**src/rtl/core/postfix_stack_evaluator_assert.svh**
```systemverilog
// Assertion macros shared by the postfix stack evaluator modules.
`ifndef POSTFIX_STACK_EVALUATOR_ASSERT_SVH
`define POSTFIX_STACK_EVALUATOR_ASSERT_SVH

// Check a condition at every clock edge outside reset.
`define PSE_ASSERT_HOLD(label, cond, msg) \
  label: assert property (@(posedge clk) disable iff (rst) (cond)) else $error(msg);

// Check a same-cycle implication outside reset.
`define PSE_ASSERT_IMP(label, ante, cons, msg) \
  label: assert property (@(posedge clk) disable iff (rst) (ante) |-> (cons)) \
    else $error(msg);

// Check a next-cycle implication outside reset.
`define PSE_ASSERT_NEXT(label, ante, cons, msg) \
  label: assert property (@(posedge clk) disable iff (rst) (ante) |=> (cons)) \
    else $error(msg);

`endif

```
**src/rtl/core/pse_pkg.sv**
```systemverilog
// Shared types and constants of the postfix stack evaluator.
package pse_pkg;

  localparam logic [2:0] CMD_PUSH = 3'd0;
  localparam logic [2:0] CMD_ADD  = 3'd1;
  localparam logic [2:0] CMD_SUB  = 3'd2;
  localparam logic [2:0] CMD_MUL  = 3'd3;
  localparam logic [2:0] CMD_DIV  = 3'd4;

  localparam logic [2:0] ST_OK    = 3'd0;
  localparam logic [2:0] ST_UNDER = 3'd1;
  localparam logic [2:0] ST_OVER  = 3'd2;
  localparam logic [2:0] ST_DIVZ  = 3'd3;
  localparam logic [2:0] ST_SAT   = 3'd4;

  localparam logic [31:0] Q_MAX = 32'h7fff_ffff;
  localparam logic [31:0] Q_MIN = 32'h8000_0000;

  typedef enum logic [2:0] {
    S_IDLE,
    S_EXEC,
    S_MUL,
    S_DIV,
    S_DFIN,
    S_WB
  } state_t;

  typedef struct packed {
    logic       push;
    logic       rd;
    logic       alu_add;
    logic       alu_sub;
    logic       mul_start;
    logic       mul_fin;
    logic       div_sat;
    logic       div_start;
    logic       div_step;
    logic       div_fin;
    logic       wb;
    logic       respond;
    logic [2:0] code;
  } ctl_t;

  typedef struct packed {
    logic full;
    logic lt2;
    logic first_zero;
    logic div_ovf;
    logic div_last;
    logic sat;
  } sts_t;

endpackage

```
**src/rtl/core/pse_ram.sv**
```systemverilog
// Generic single-write, single-read RAM with registered read data.
module pse_ram #(
  parameter int WIDTH = 32,
  parameter int DEPTH = 16
) (
  input  logic                     clk,
  input  logic                     we,
  input  logic [$clog2(DEPTH)-1:0] waddr,
  input  logic [WIDTH-1:0]         wdata,
  input  logic                     re,
  input  logic [$clog2(DEPTH)-1:0] raddr,
  output logic [WIDTH-1:0]         rdata
);

  logic [WIDTH-1:0] mem [DEPTH];

  always_ff @(posedge clk) begin
    if (we) begin
      mem[waddr] <= wdata;
    end
    if (re) begin
      rdata <= mem[raddr];
    end
  end

endmodule

```
**src/rtl/core/pse_ctrl.sv**
```systemverilog
// Controller state machine of the postfix stack evaluator.
`include "postfix_stack_evaluator_assert.svh"

module pse_ctrl
  import pse_pkg::*;
(
  input  logic       clk,
  input  logic       rst,
  input  logic       start,
  input  logic [2:0] command,
  input  sts_t       sts,
  output ctl_t       ctl,
  output logic       busy
);

  state_t     state;
  state_t     state_next;
  logic [2:0] op;

  assign busy = (state != S_IDLE);

  always_ff @(posedge clk) begin
    if (rst) begin
      state <= S_IDLE;
    end else begin
      state <= state_next;
    end
  end

  always_ff @(posedge clk) begin
    if (start && !busy) begin
      op <= command;
    end
  end

  always_comb begin
    state_next = state;
    ctl        = '0;
    ctl.code   = ST_OK;
    case (state)
      S_IDLE: begin
        if (start) begin
          case (command)
            CMD_PUSH: begin
              ctl.respond = 1'b1;
              if (sts.full) begin
                ctl.code = ST_OVER;
              end else begin
                ctl.push = 1'b1;
              end
            end
            CMD_ADD, CMD_SUB, CMD_MUL, CMD_DIV: begin
              if (sts.lt2) begin
                ctl.respond = 1'b1;
                ctl.code    = ST_UNDER;
              end else begin
                ctl.rd     = 1'b1;
                state_next = S_EXEC;
              end
            end
            default: begin
              ctl.respond = 1'b1;
            end
          endcase
        end
      end
      S_EXEC: begin
        case (op)
          CMD_ADD: begin
            ctl.alu_add = 1'b1;
            state_next  = S_WB;
          end
          CMD_SUB: begin
            ctl.alu_sub = 1'b1;
            state_next  = S_WB;
          end
          CMD_MUL: begin
            ctl.mul_start = 1'b1;
            state_next    = S_MUL;
          end
          CMD_DIV: begin
            if (sts.first_zero) begin
              ctl.respond = 1'b1;
              ctl.code    = ST_DIVZ;
              state_next  = S_IDLE;
            end else if (sts.div_ovf) begin
              ctl.div_sat = 1'b1;
              state_next  = S_WB;
            end else begin
              ctl.div_start = 1'b1;
              state_next    = S_DIV;
            end
          end
          default: begin
            ctl.respond = 1'b1;
            state_next  = S_IDLE;
          end
        endcase
      end
      S_MUL: begin
        ctl.mul_fin = 1'b1;
        state_next  = S_WB;
      end
      S_DIV: begin
        ctl.div_step = 1'b1;
        if (sts.div_last) begin
          state_next = S_DFIN;
        end
      end
      S_DFIN: begin
        ctl.div_fin = 1'b1;
        state_next  = S_WB;
      end
      S_WB: begin
        ctl.wb      = 1'b1;
        ctl.respond = 1'b1;
        ctl.code    = sts.sat ? ST_SAT : ST_OK;
        state_next  = S_IDLE;
      end
      default: begin
        state_next = S_IDLE;
      end
    endcase
  end

  `PSE_ASSERT_NEXT(a_wb_returns, state == S_WB, state == S_IDLE, "write-back did not end request")
  `PSE_ASSERT_IMP(a_exec_from_idle, state == S_EXEC, $past(state) == S_IDLE, "exec not after idle")
  `PSE_ASSERT_IMP(a_dfin_from_div, state == S_DFIN, $past(state) == S_DIV, "divide finish out of order")

endmodule

```
**src/rtl/core/pse_dp.sv**
```systemverilog
// Datapath of the postfix stack evaluator: stack, top register and arithmetic.
`include "postfix_stack_evaluator_assert.svh"

module pse_dp
  import pse_pkg::*;
#(
  parameter int STACK_DEPTH = 16
) (
  input  logic               clk,
  input  logic               rst,
  input  ctl_t               ctl,
  input  logic signed [31:0] operand_value,
  output sts_t               sts,
  output logic               done,
  output logic signed [31:0] top_value,
  output logic [4:0]         stack_level,
  output logic [2:0]         status
);

  localparam int CW = $clog2(STACK_DEPTH + 1);
  localparam int AW = $clog2(STACK_DEPTH);

  logic [CW-1:0]      count;
  logic [CW-1:0]      count_m2;
  logic [CW+4:0]      count_ext;
  logic [31:0]        top_reg;
  logic [31:0]        res;
  logic               sat;
  logic [2:0]         status_reg;
  logic               done_reg;

  logic               ram_we;
  logic [AW-1:0]      ram_waddr;
  logic [31:0]        ram_wdata;
  logic [31:0]        second;

  logic [32:0]        sum;
  logic signed [63:0] prod;
  logic signed [47:0] mq;
  logic signed [47:0] madj;
  logic               mround;

  logic [31:0]        abs_s;
  logic [31:0]        abs_f;
  logic               neg;
  logic [32:0]        rem;
  logic [32:0]        rem_sh;
  logic [32:0]        diff;
  logic [31:0]        dq;
  logic [31:0]        dvs;
  logic [4:0]         step;
  logic [32:0]        qneg;

  assign count_m2  = count - CW'(2);
  assign ram_we    = ctl.push | ctl.wb;
  assign ram_waddr = ctl.push ? count[AW-1:0] : count_m2[AW-1:0];
  assign ram_wdata = ctl.push ? operand_value : res;

  pse_ram #(
    .WIDTH (32),
    .DEPTH (STACK_DEPTH)
  ) u_stack (
    .clk   (clk),
    .we    (ram_we),
    .waddr (ram_waddr),
    .wdata (ram_wdata),
    .re    (ctl.rd),
    .raddr (count_m2[AW-1:0]),
    .rdata (second)
  );

  assign abs_s = second[31] ? (32'd0 - second) : second;
  assign abs_f = top_reg[31] ? (32'd0 - top_reg) : top_reg;

  always_comb begin
    if (ctl.alu_sub) begin
      sum = {second[31], second} - {top_reg[31], top_reg};
    end else begin
      sum = {second[31], second} + {top_reg[31], top_reg};
    end
  end

  assign mq     = $signed(prod[63:16]);
  assign mround = prod[63] && (prod[15:0] != 16'd0);
  assign madj   = mq + 48'(mround);

  assign rem_sh = {rem[31:0], dq[31]};
  assign diff   = rem_sh - {1'b0, dvs};
  assign qneg   = 33'd0 - {1'b0, dq};

  assign sts.full       = (count == CW'(STACK_DEPTH));
  assign sts.lt2        = (count < CW'(2));
  assign sts.first_zero = (top_reg == 32'd0);
  assign sts.div_ovf    = ({16'd0, abs_s[31:16]} >= abs_f);
  assign sts.div_last   = (step == 5'd31);
  assign sts.sat        = sat;

  always_ff @(posedge clk) begin
    if (rst) begin
      count    <= '0;
      done_reg <= 1'b0;
    end else begin
      done_reg <= ctl.respond;
      if (ctl.push) begin
        count <= count + CW'(1);
      end else if (ctl.wb) begin
        count <= count - CW'(1);
      end
    end
  end

  always_ff @(posedge clk) begin
    if (ctl.respond) begin
      status_reg <= ctl.code;
    end
    if (ctl.push) begin
      top_reg <= operand_value;
    end else if (ctl.wb) begin
      top_reg <= res;
    end
    if (ctl.alu_add || ctl.alu_sub) begin
      sat <= (sum[32] != sum[31]);
      res <= (sum[32] != sum[31]) ? (sum[32] ? Q_MIN : Q_MAX) : sum[31:0];
    end
    if (ctl.mul_start) begin
      prod <= $signed(second) * $signed(top_reg);
    end
    if (ctl.mul_fin) begin
      sat <= (madj[47:31] != {17{madj[31]}});
      res <= (madj[47:31] != {17{madj[31]}}) ? (madj[47] ? Q_MIN : Q_MAX) : madj[31:0];
    end
    if (ctl.div_sat) begin
      sat <= 1'b1;
      res <= (second[31] ^ top_reg[31]) ? Q_MIN : Q_MAX;
    end
    if (ctl.div_start) begin
      rem  <= {17'd0, abs_s[31:16]};
      dq   <= {abs_s[15:0], 16'd0};
      dvs  <= abs_f;
      neg  <= second[31] ^ top_reg[31];
      step <= 5'd0;
    end
    if (ctl.div_step) begin
      rem  <= diff[32] ? rem_sh : diff;
      dq   <= {dq[30:0], ~diff[32]};
      step <= step + 5'd1;
    end
    if (ctl.div_fin) begin
      if (neg) begin
        sat <= (dq > Q_MIN);
        res <= (dq > Q_MIN) ? Q_MIN : qneg[31:0];
      end else begin
        sat <= dq[31];
        res <= dq[31] ? Q_MAX : dq;
      end
    end
  end

  assign count_ext   = {5'd0, count};
  assign done        = done_reg;
  assign status      = status_reg;
  assign stack_level = count_ext[4:0];
  assign top_value   = (count == '0) ? 32'sd0 : $signed(top_reg);

  `PSE_ASSERT_HOLD(a_count_bound, count <= CW'(STACK_DEPTH), "stack count beyond depth")
  `PSE_ASSERT_IMP(a_wb_two_entries, ctl.wb, !sts.lt2, "write-back with fewer than two entries")
  `PSE_ASSERT_IMP(a_push_not_full, ctl.push, !sts.full, "push onto full stack")

endmodule

```
**src/rtl/core/postfix_stack_evaluator.sv**
```systemverilog
// Top level of the postfix stack evaluator.
//
// Evaluates a postfix expression one request at a time. A request is taken at a
// rising edge with start high and busy low: command selects push, add, subtract,
// multiply or divide, and operand_value is the signed Q16.16 value for a push.
// Every request gives one result: done is high for exactly one cycle while
// top_value, stack_level and status hold the outcome. The receiver has no
// handshake and cannot stall; it must take the result in that cycle.
// Controller steps from accept to done; done is registered after each answer:
//   push, nop, underflow, overflow    answered in idle (the next request may follow)
//   add, subtract                     exec, write-back
//   multiply                          exec, multiply finish, write-back
//   divide by zero                    exec, answered there
//   divide with saturating quotient   exec, write-back
//   divide                            exec, divide loop, divide finish, write-back
// The divide runs a radix-2 restoring loop that retires one quotient bit
// per cycle. Operators read the entry below the top from the stack RAM,
// with a registered read; the top entry sits in a register. Synchronous reset
// empties the stack; no clearing pass runs on the RAM.
module postfix_stack_evaluator
  import pse_pkg::*;
#(
  parameter int STACK_DEPTH = 16
) (
  input  logic               clk,
  input  logic               rst,
  input  logic               start,
  input  logic [2:0]         command,
  input  logic signed [31:0] operand_value,
  output logic               busy,
  output logic               done,
  output logic signed [31:0] top_value,
  output logic [4:0]         stack_level,
  output logic [2:0]         status
);

  ctl_t ctl;
  sts_t sts;

  pse_ctrl u_ctrl (
    .clk     (clk),
    .rst     (rst),
    .start   (start),
    .command (command),
    .sts     (sts),
    .ctl     (ctl),
    .busy    (busy)
  );

  pse_dp #(
    .STACK_DEPTH (STACK_DEPTH)
  ) u_dp (
    .clk           (clk),
    .rst           (rst),
    .ctl           (ctl),
    .operand_value (operand_value),
    .sts           (sts),
    .done          (done),
    .top_value     (top_value),
    .stack_level   (stack_level),
    .status        (status)
  );

endmodule

```
**config.mk**
```make
export PLATFORM = sky130hd
export DESIGN_NAME = postfix_stack_evaluator
export DESIGN_NICKNAME = d
export VERILOG_FILES = /design/src/rtl/core/pse_pkg.sv /design/src/rtl/core/pse_ram.sv /design/src/rtl/core/pse_ctrl.sv /design/src/rtl/core/pse_dp.sv /design/src/rtl/core/postfix_stack_evaluator.sv
export VERILOG_INCLUDE_DIRS = /design/src /design/src/rtl/core
export SDC_FILE = /design/constraint.sdc
export NUM_CORES = 2
export LEC_CHECK = 0
export BUFFER_PORTS_ARGS = -buffer_cell sky130_fd_sc_hd__buf_2
export CORE_ASPECT_RATIO = 1.5
export CORE_UTILIZATION = 38
export DETAILED_ROUTE_END_ITERATION = 7
export PLACE_DENSITY = 0.64
export SLEW_MARGIN = 20
export SYNTH_ARGS = -nofsm -noshare
export SYNTH_HDL_FRONTEND = slang
export SYNTH_SLANG_ARGS = --single-unit
```
**constraint.sdc**
```tcl
create_clock -name clk -period 21.3 [get_ports clk]
set_clock_uncertainty 0.1 [all_clocks]
set_input_delay 1.065 -clock clk [delete_from_list [all_inputs] [get_ports clk]]
set_output_delay 1.065 -clock clk [all_outputs]
set_load 0.02 [all_outputs]
```
### Word-level counts from Yosys, hierarchy flattened

Memories as Yosys holds them, arrays and structs flattened. A register that Yosys moved wholly into a read port is not among the register bits.
Index checks and enable logic that the tools add are counted.

* memories kept: 1
* memory bits (writable): 512
* input port bits: 38
* logic and storage cells: 145
* output and inout port bits: 42
* register bits: 246

Memory list
* u_dp.u_stack.mem: depth 16, bits a word 32, read ports 1, clocked after Yosys merged registers in 1, wr ports 1, RTL line pse_ram.sv:15 `logic [WIDTH-1:0] mem [DEPTH];`

* $lt $le $gt $ge: 3
* add/sub/neg operators: 11
* reduce and logical (&&, ||, !) cells: 18
* $mul: 1
* bitwise logic cells: 3
* equality and inequality tests: 21
* multiplexer cells: 73

Operators by type and width (count)
* 32-bit two-way mux: 22
* 1-bit by 32-bit subtractor with 32-bit output, first input constant: 3
* 32-bit by 32-bit multiplier with 64-bit output: 1
* 48-bit by 1-bit adder with 48-bit output: 1
* 32-bit by 32-bit adder with 33-bit output: 1
* 33-bit two-way mux: 1
* 32-bit by 32-bit subtractor with 33-bit output: 1
* 33-bit by 32-bit subtractor with 33-bit output: 1
* 16-bit by 32-bit >= comparator with 1-bit output: 1
* 32-bit > comparator, second input constant: 1
* 32-bit logical NOT: 1
* 31-bit two-way mux: 1
* 3-bit two-way mux: 9
* 1-bit two-way mux: 21
* 5-bit two-way mux: 4
* 3-bit by 2-bit == test with 1-bit output, second input constant: 6
* 4-bit two-way mux: 4
* 16-bit inequality test: 1
* 16-bit nonzero test: 1
* 3-bit == test, second input constant: 4
* 2-bit two-way mux: 6
* 3-bit case mux with 4 select lines: 1
* 4-bit case mux with 3 select lines: 1
* 5-bit by 1-bit adder with 5-bit output, second input constant: 2
* 25 further kinds: 35

### Depth between registers and ports, before layout

* depth in word-level cells: 10
* gate-level depth with buffers: 33
* depth with buffers taken out: 30

### By module

Synthesis repeated with hierarchy kept, for this count alone.

* cell total of the unflattened synthesis: 6539
* area total of the unflattened synthesis: 74082.3 µm²

By module, submodules not included
* pse_dp: area an instance 53344.9 µm², cells an instance 5639, instances 1, sequential area each 7146.9 µm²
* pse_ram: area an instance 20155.6 µm², cells an instance 838, instances 1, sequential area each 16335.7 µm²
* pse_ctrl: area an instance 581.8 µm², cells an instance 62, instances 1, sequential area each 150.1 µm²

### Worst setup path before layout

No wires, ideal clock.

* path type: register -> register
* from: register u_dp.u_stack.rdata[31] (read register of u_dp.u_stack.mem)
* to: register u_dp.prod[62], data pin
* required time: 20935 ps
* setup time: 265 ps
* buffers on the path: 3
* slack: 12684 ps
* stages on the path, launching flop included: 28
* arrival time: 8251 ps
* clock period less this slack: 8616 ps
* cells stage by stage: edfxtp_1 -> clkbuf_1 -> clkbuf_1 -> clkbuf_1 -> nand2_1 -> inv_1 -> fa_1 -> fa_1 -> fa_1 -> inv_1 -> fa_1 -> inv_1 -> fa_1 -> fa_1 -> inv_1 -> fa_1 -> inv_1 -> fa_1 -> ha_1 -> and3_1 -> nand2_1 -> o211ai_1 -> a31o_2 -> o31a_1 -> a211o_1 -> a21oi_1 -> o21ai_0 -> xor2_1

* longest elaborated chain between the ends: 1

Ends and longest elaborated chain
* start: declaration: RTL line pse_ram.sv:12 `output logic [WIDTH-1:0] rdata`
* 32-bit by 32-bit multiplier with 64-bit output: RTL line pse_dp.sv:126 `prod <= $signed(second) * $signed(top_reg);`
* end signal: assignment: RTL line pse_dp.sv:126
* end: declaration: RTL line pse_dp.sv:38 `logic signed [63:0] prod;`

Every way passes these cells.
A chain may end at the register's enable or synchronous reset.

### Worst setup path after layout

* from: register u_dp.u_stack.rdata[9] (read register of u_dp.u_stack.mem)
* to: register u_dp.prod[61], data pin

Same word-level chain as after synthesis.

==> metrics.txt <==
Tmin final just over 10 ns; Detail Route Antenna Nets 0; Max-Cap Viols 0; Buffers on Ports 79; fillers about 18000; H-tree depth 3; Final nets 7919; Most flops, register u_dp.u_stack.mem; most frequent cells in the layout fa_1, inv_1, edfxtp_1; RSZ-0062 raised after global routing no; Core Region 194000 µm²; TritonCTS buffer count between 70 and 80; drt wl/cell 23.5 µm; ratio of cells with drive above 1 in the final layout between 8 and 9%; dpl hpwl 155 mm; setup_tns 0 ns; PostCTS Resize Cnt 0; Mapped Nets between 8000 and 9000; synth unique cells 81; gr usage total around 22%; final hold violation count 0; Bufs on Longest Clock Path 3; initial antenna violation count 15; Ys Warns 0; sequential cell area 23600 µm²; total wire length roughly 220 mm; drt pass-1 iters 5; Max-slew headroom between 20% and 30%; CTS root buf clkbuf_16; Die H between 500 and 600 µm; worst slew pin tran around 1.2 ns; Syn Area/Cell around 11 µm²; crit-path max FO 25; Vias 49700; vias in the first global route around 54000; status finished, final reports clean; CTS tree yes; routed vias/inst about 5.4; Netlist Area Pre-Place 74200 µm²; Required @ worst endpoint between 20 and 25 ns; number of flops mapped to enable cells by yosys 781; endpoint class of the critical path flop; final setup vio count 0; largest net degree at the start of global routing 110; First DRT Iteration DRCs ~4500; critical path type flop to flop; gpl congestion between 0.9 and 1; clock latency on the worst-skew pair 0.68 ns; crit share post-route ~47%; cts hold-fix bufs 0; Max Slew Vio Count 0; DRC 0; die area a little under 200000 µm²; width of the die about 360 µm; fmax 99.4 MHz; global route overflow 0; P&R area growth vs syn 7.94%; registers with the most flip-flops u_dp.u_stack.mem: 512 flops, u_dp.prod: 64 flops; max FFs per register between 500 and 600; initial core utilization about two fifths; worst hold path type input port to flop; register bit count reported by yosys 790; post-synthesis async set-or-reset flop share 0%; post-CTS setup buffers 0; global-route wire length before repair between 300 and 400 mm; Startpoint Class flop; Worst-path clk slew roughly 0.070 ns; crit path DAT ~10 ns; row count 198; post-synthesis sequential area ratio 31.9%; Main synth FF type edfxtp_1; Mapped Cells around 6600; area of the multi-input gates about 45000 µm²; most common cell after layout, fill and taps aside fa_1; IO Pins 80; Num Clock Sinks between 700 and 800
## critical path: stages (launching register included)
cell and delay, ns:
edfxtp_1 0.71, buf_4 0.42, nand2_1 0.13, fa_1 0.58
inv_1 0.06, fa_1 0.44, fa_1 0.49, inv_1 0.05
fa_1 0.48, inv_1 0.05, fa_1 0.52, inv_1 0.06
fa_1 0.53, inv_1 0.06, fa_1 0.51, fa_1 0.42
ha_1 0.36, and3_1 0.21, nand3_1 0.10, a2111o_1 0.32
a21oi_1 0.52, a21oi_1 0.35, o41ai_1 0.91, a31oi_1 0.33
o21a_1 0.29, nand4b_1 0.25, and2_1 0.21, o311ai_0 0.37
## cells in the mapped netlist (7+ instances only)
cell,n,area (µm²)
fa_1,1085,21700
inv_1,1059,3980
edfxtp_1,781,23500
nand2_1,755,2830
and2_1,534,3340
clkbuf_1,310,1160
ha_1,282,3530
nor2_1,217,815
a21oi_1,202,1010
xnor2_1,163,1430
mux4_2,160,3600
o21ai_0,149,746
xor2_1,99,867
a21o_1,88,661
nor2b_1,63,394
nand3_1,60,300
buf_1,49,184
nor3_1,48,240
nand2b_1,39,244
o31ai_1,39,293
mux2i_1,32,320
o22ai_1,31,194
and3_1,30,188
or3_1,27,169
nor4_1,26,163
a31oi_1,24,150
nand4_1,18,113
or4_1,18,135
a211oi_1,16,120
o21a_1,16,120
o21bai_1,14,105
buf_2,13,65.1
o211ai_1,12,90.1
o41ai_1,12,105
or2_2,11,68.8
dfxtp_1,9,180
o21ai_1,9,45.0
o31a_1,9,78.8
a311oi_1,7,61.3
a41oi_1,7,61.3
## worst paths after layout
kind | startpoint | cells past startpoint | to | slack [ns]
worst max-delay path | u_dp.u_stack.rdata[9]$_DFFE_PP_ | 27 | u_dp.prod[61]$_DFFE_PP_ | 11.24
worst min-delay path | command[1] | 1 | u_ctrl.op[1]$_DFFE_PP_ | 0.50
worst max register to register | u_dp.u_stack.rdata[9]$_DFFE_PP_ | 27 | u_dp.prod[61]$_DFFE_PP_ | 11.24
worst min register to register | u_dp.step[0]$_SDFFCE_PN0P_ | 1 | u_dp.step[0]$_SDFFCE_PN0P_ | 0.51
## cell type report
| class | instances | share of cell area (%) |
|---|---|---|
| Antenna cell | 4 | 0.0125 |
| Clock buffer | 88 | 2.40 |
| Clock inverter | 47 | 0.728 |
| Inverter | 1060 | 4.97 |
| Multi-Input combinational cell | 4391 | 56.7 |
| Sequential cell | 790 | 29.5 |
| Tap cell | 2600 | 4.06 |
| Timing Repair Buffer | 196 | 1.61 |
## per-stage QoR
stage / cells / util [%] / hold WS (ns) / instance area (µm²) / worst slack [ns]
floorplan: 6614 / - / 0.428 / 74200 / 12.68
global placement: 9036 / 40.0 / 0.494 / 77500 / 11.38
detailed placement: 9036 / 40.0 / 0.498 / 77500 / 11.23
CTS: 9171 / 41.3 / 0.465 / 80000 / 11.28
global route: 9173 / 41.3 / 0.490 / 80100 / 10.90
finish: 9176 / 41.3 / 0.504 / 80100 / 11.24
## cells by family after synthesis
family / share of synthesized area, %
simple gates: 12.5
buf+inv: 7.28
fa+ha+maj: 34.1
flops: 31.9
compound gates: 5.87
xor+xnor: 3.09
mux: 5.36
## per-layer routing
layer  track usage [%]  vias to the layer above  share of wire (%)
met2              39.4                     2009                 52
met4              12.7                        2                6.3
met1              25.9                    25800                 36
li1                  -                    21300                  -
met5                 0                        -             0.0060
met3              2.96                      577                6.1
Power is left out: the tool's default activity adds up to more than one toggle a clock period on the data nets, which glitch-free logic cannot reach.
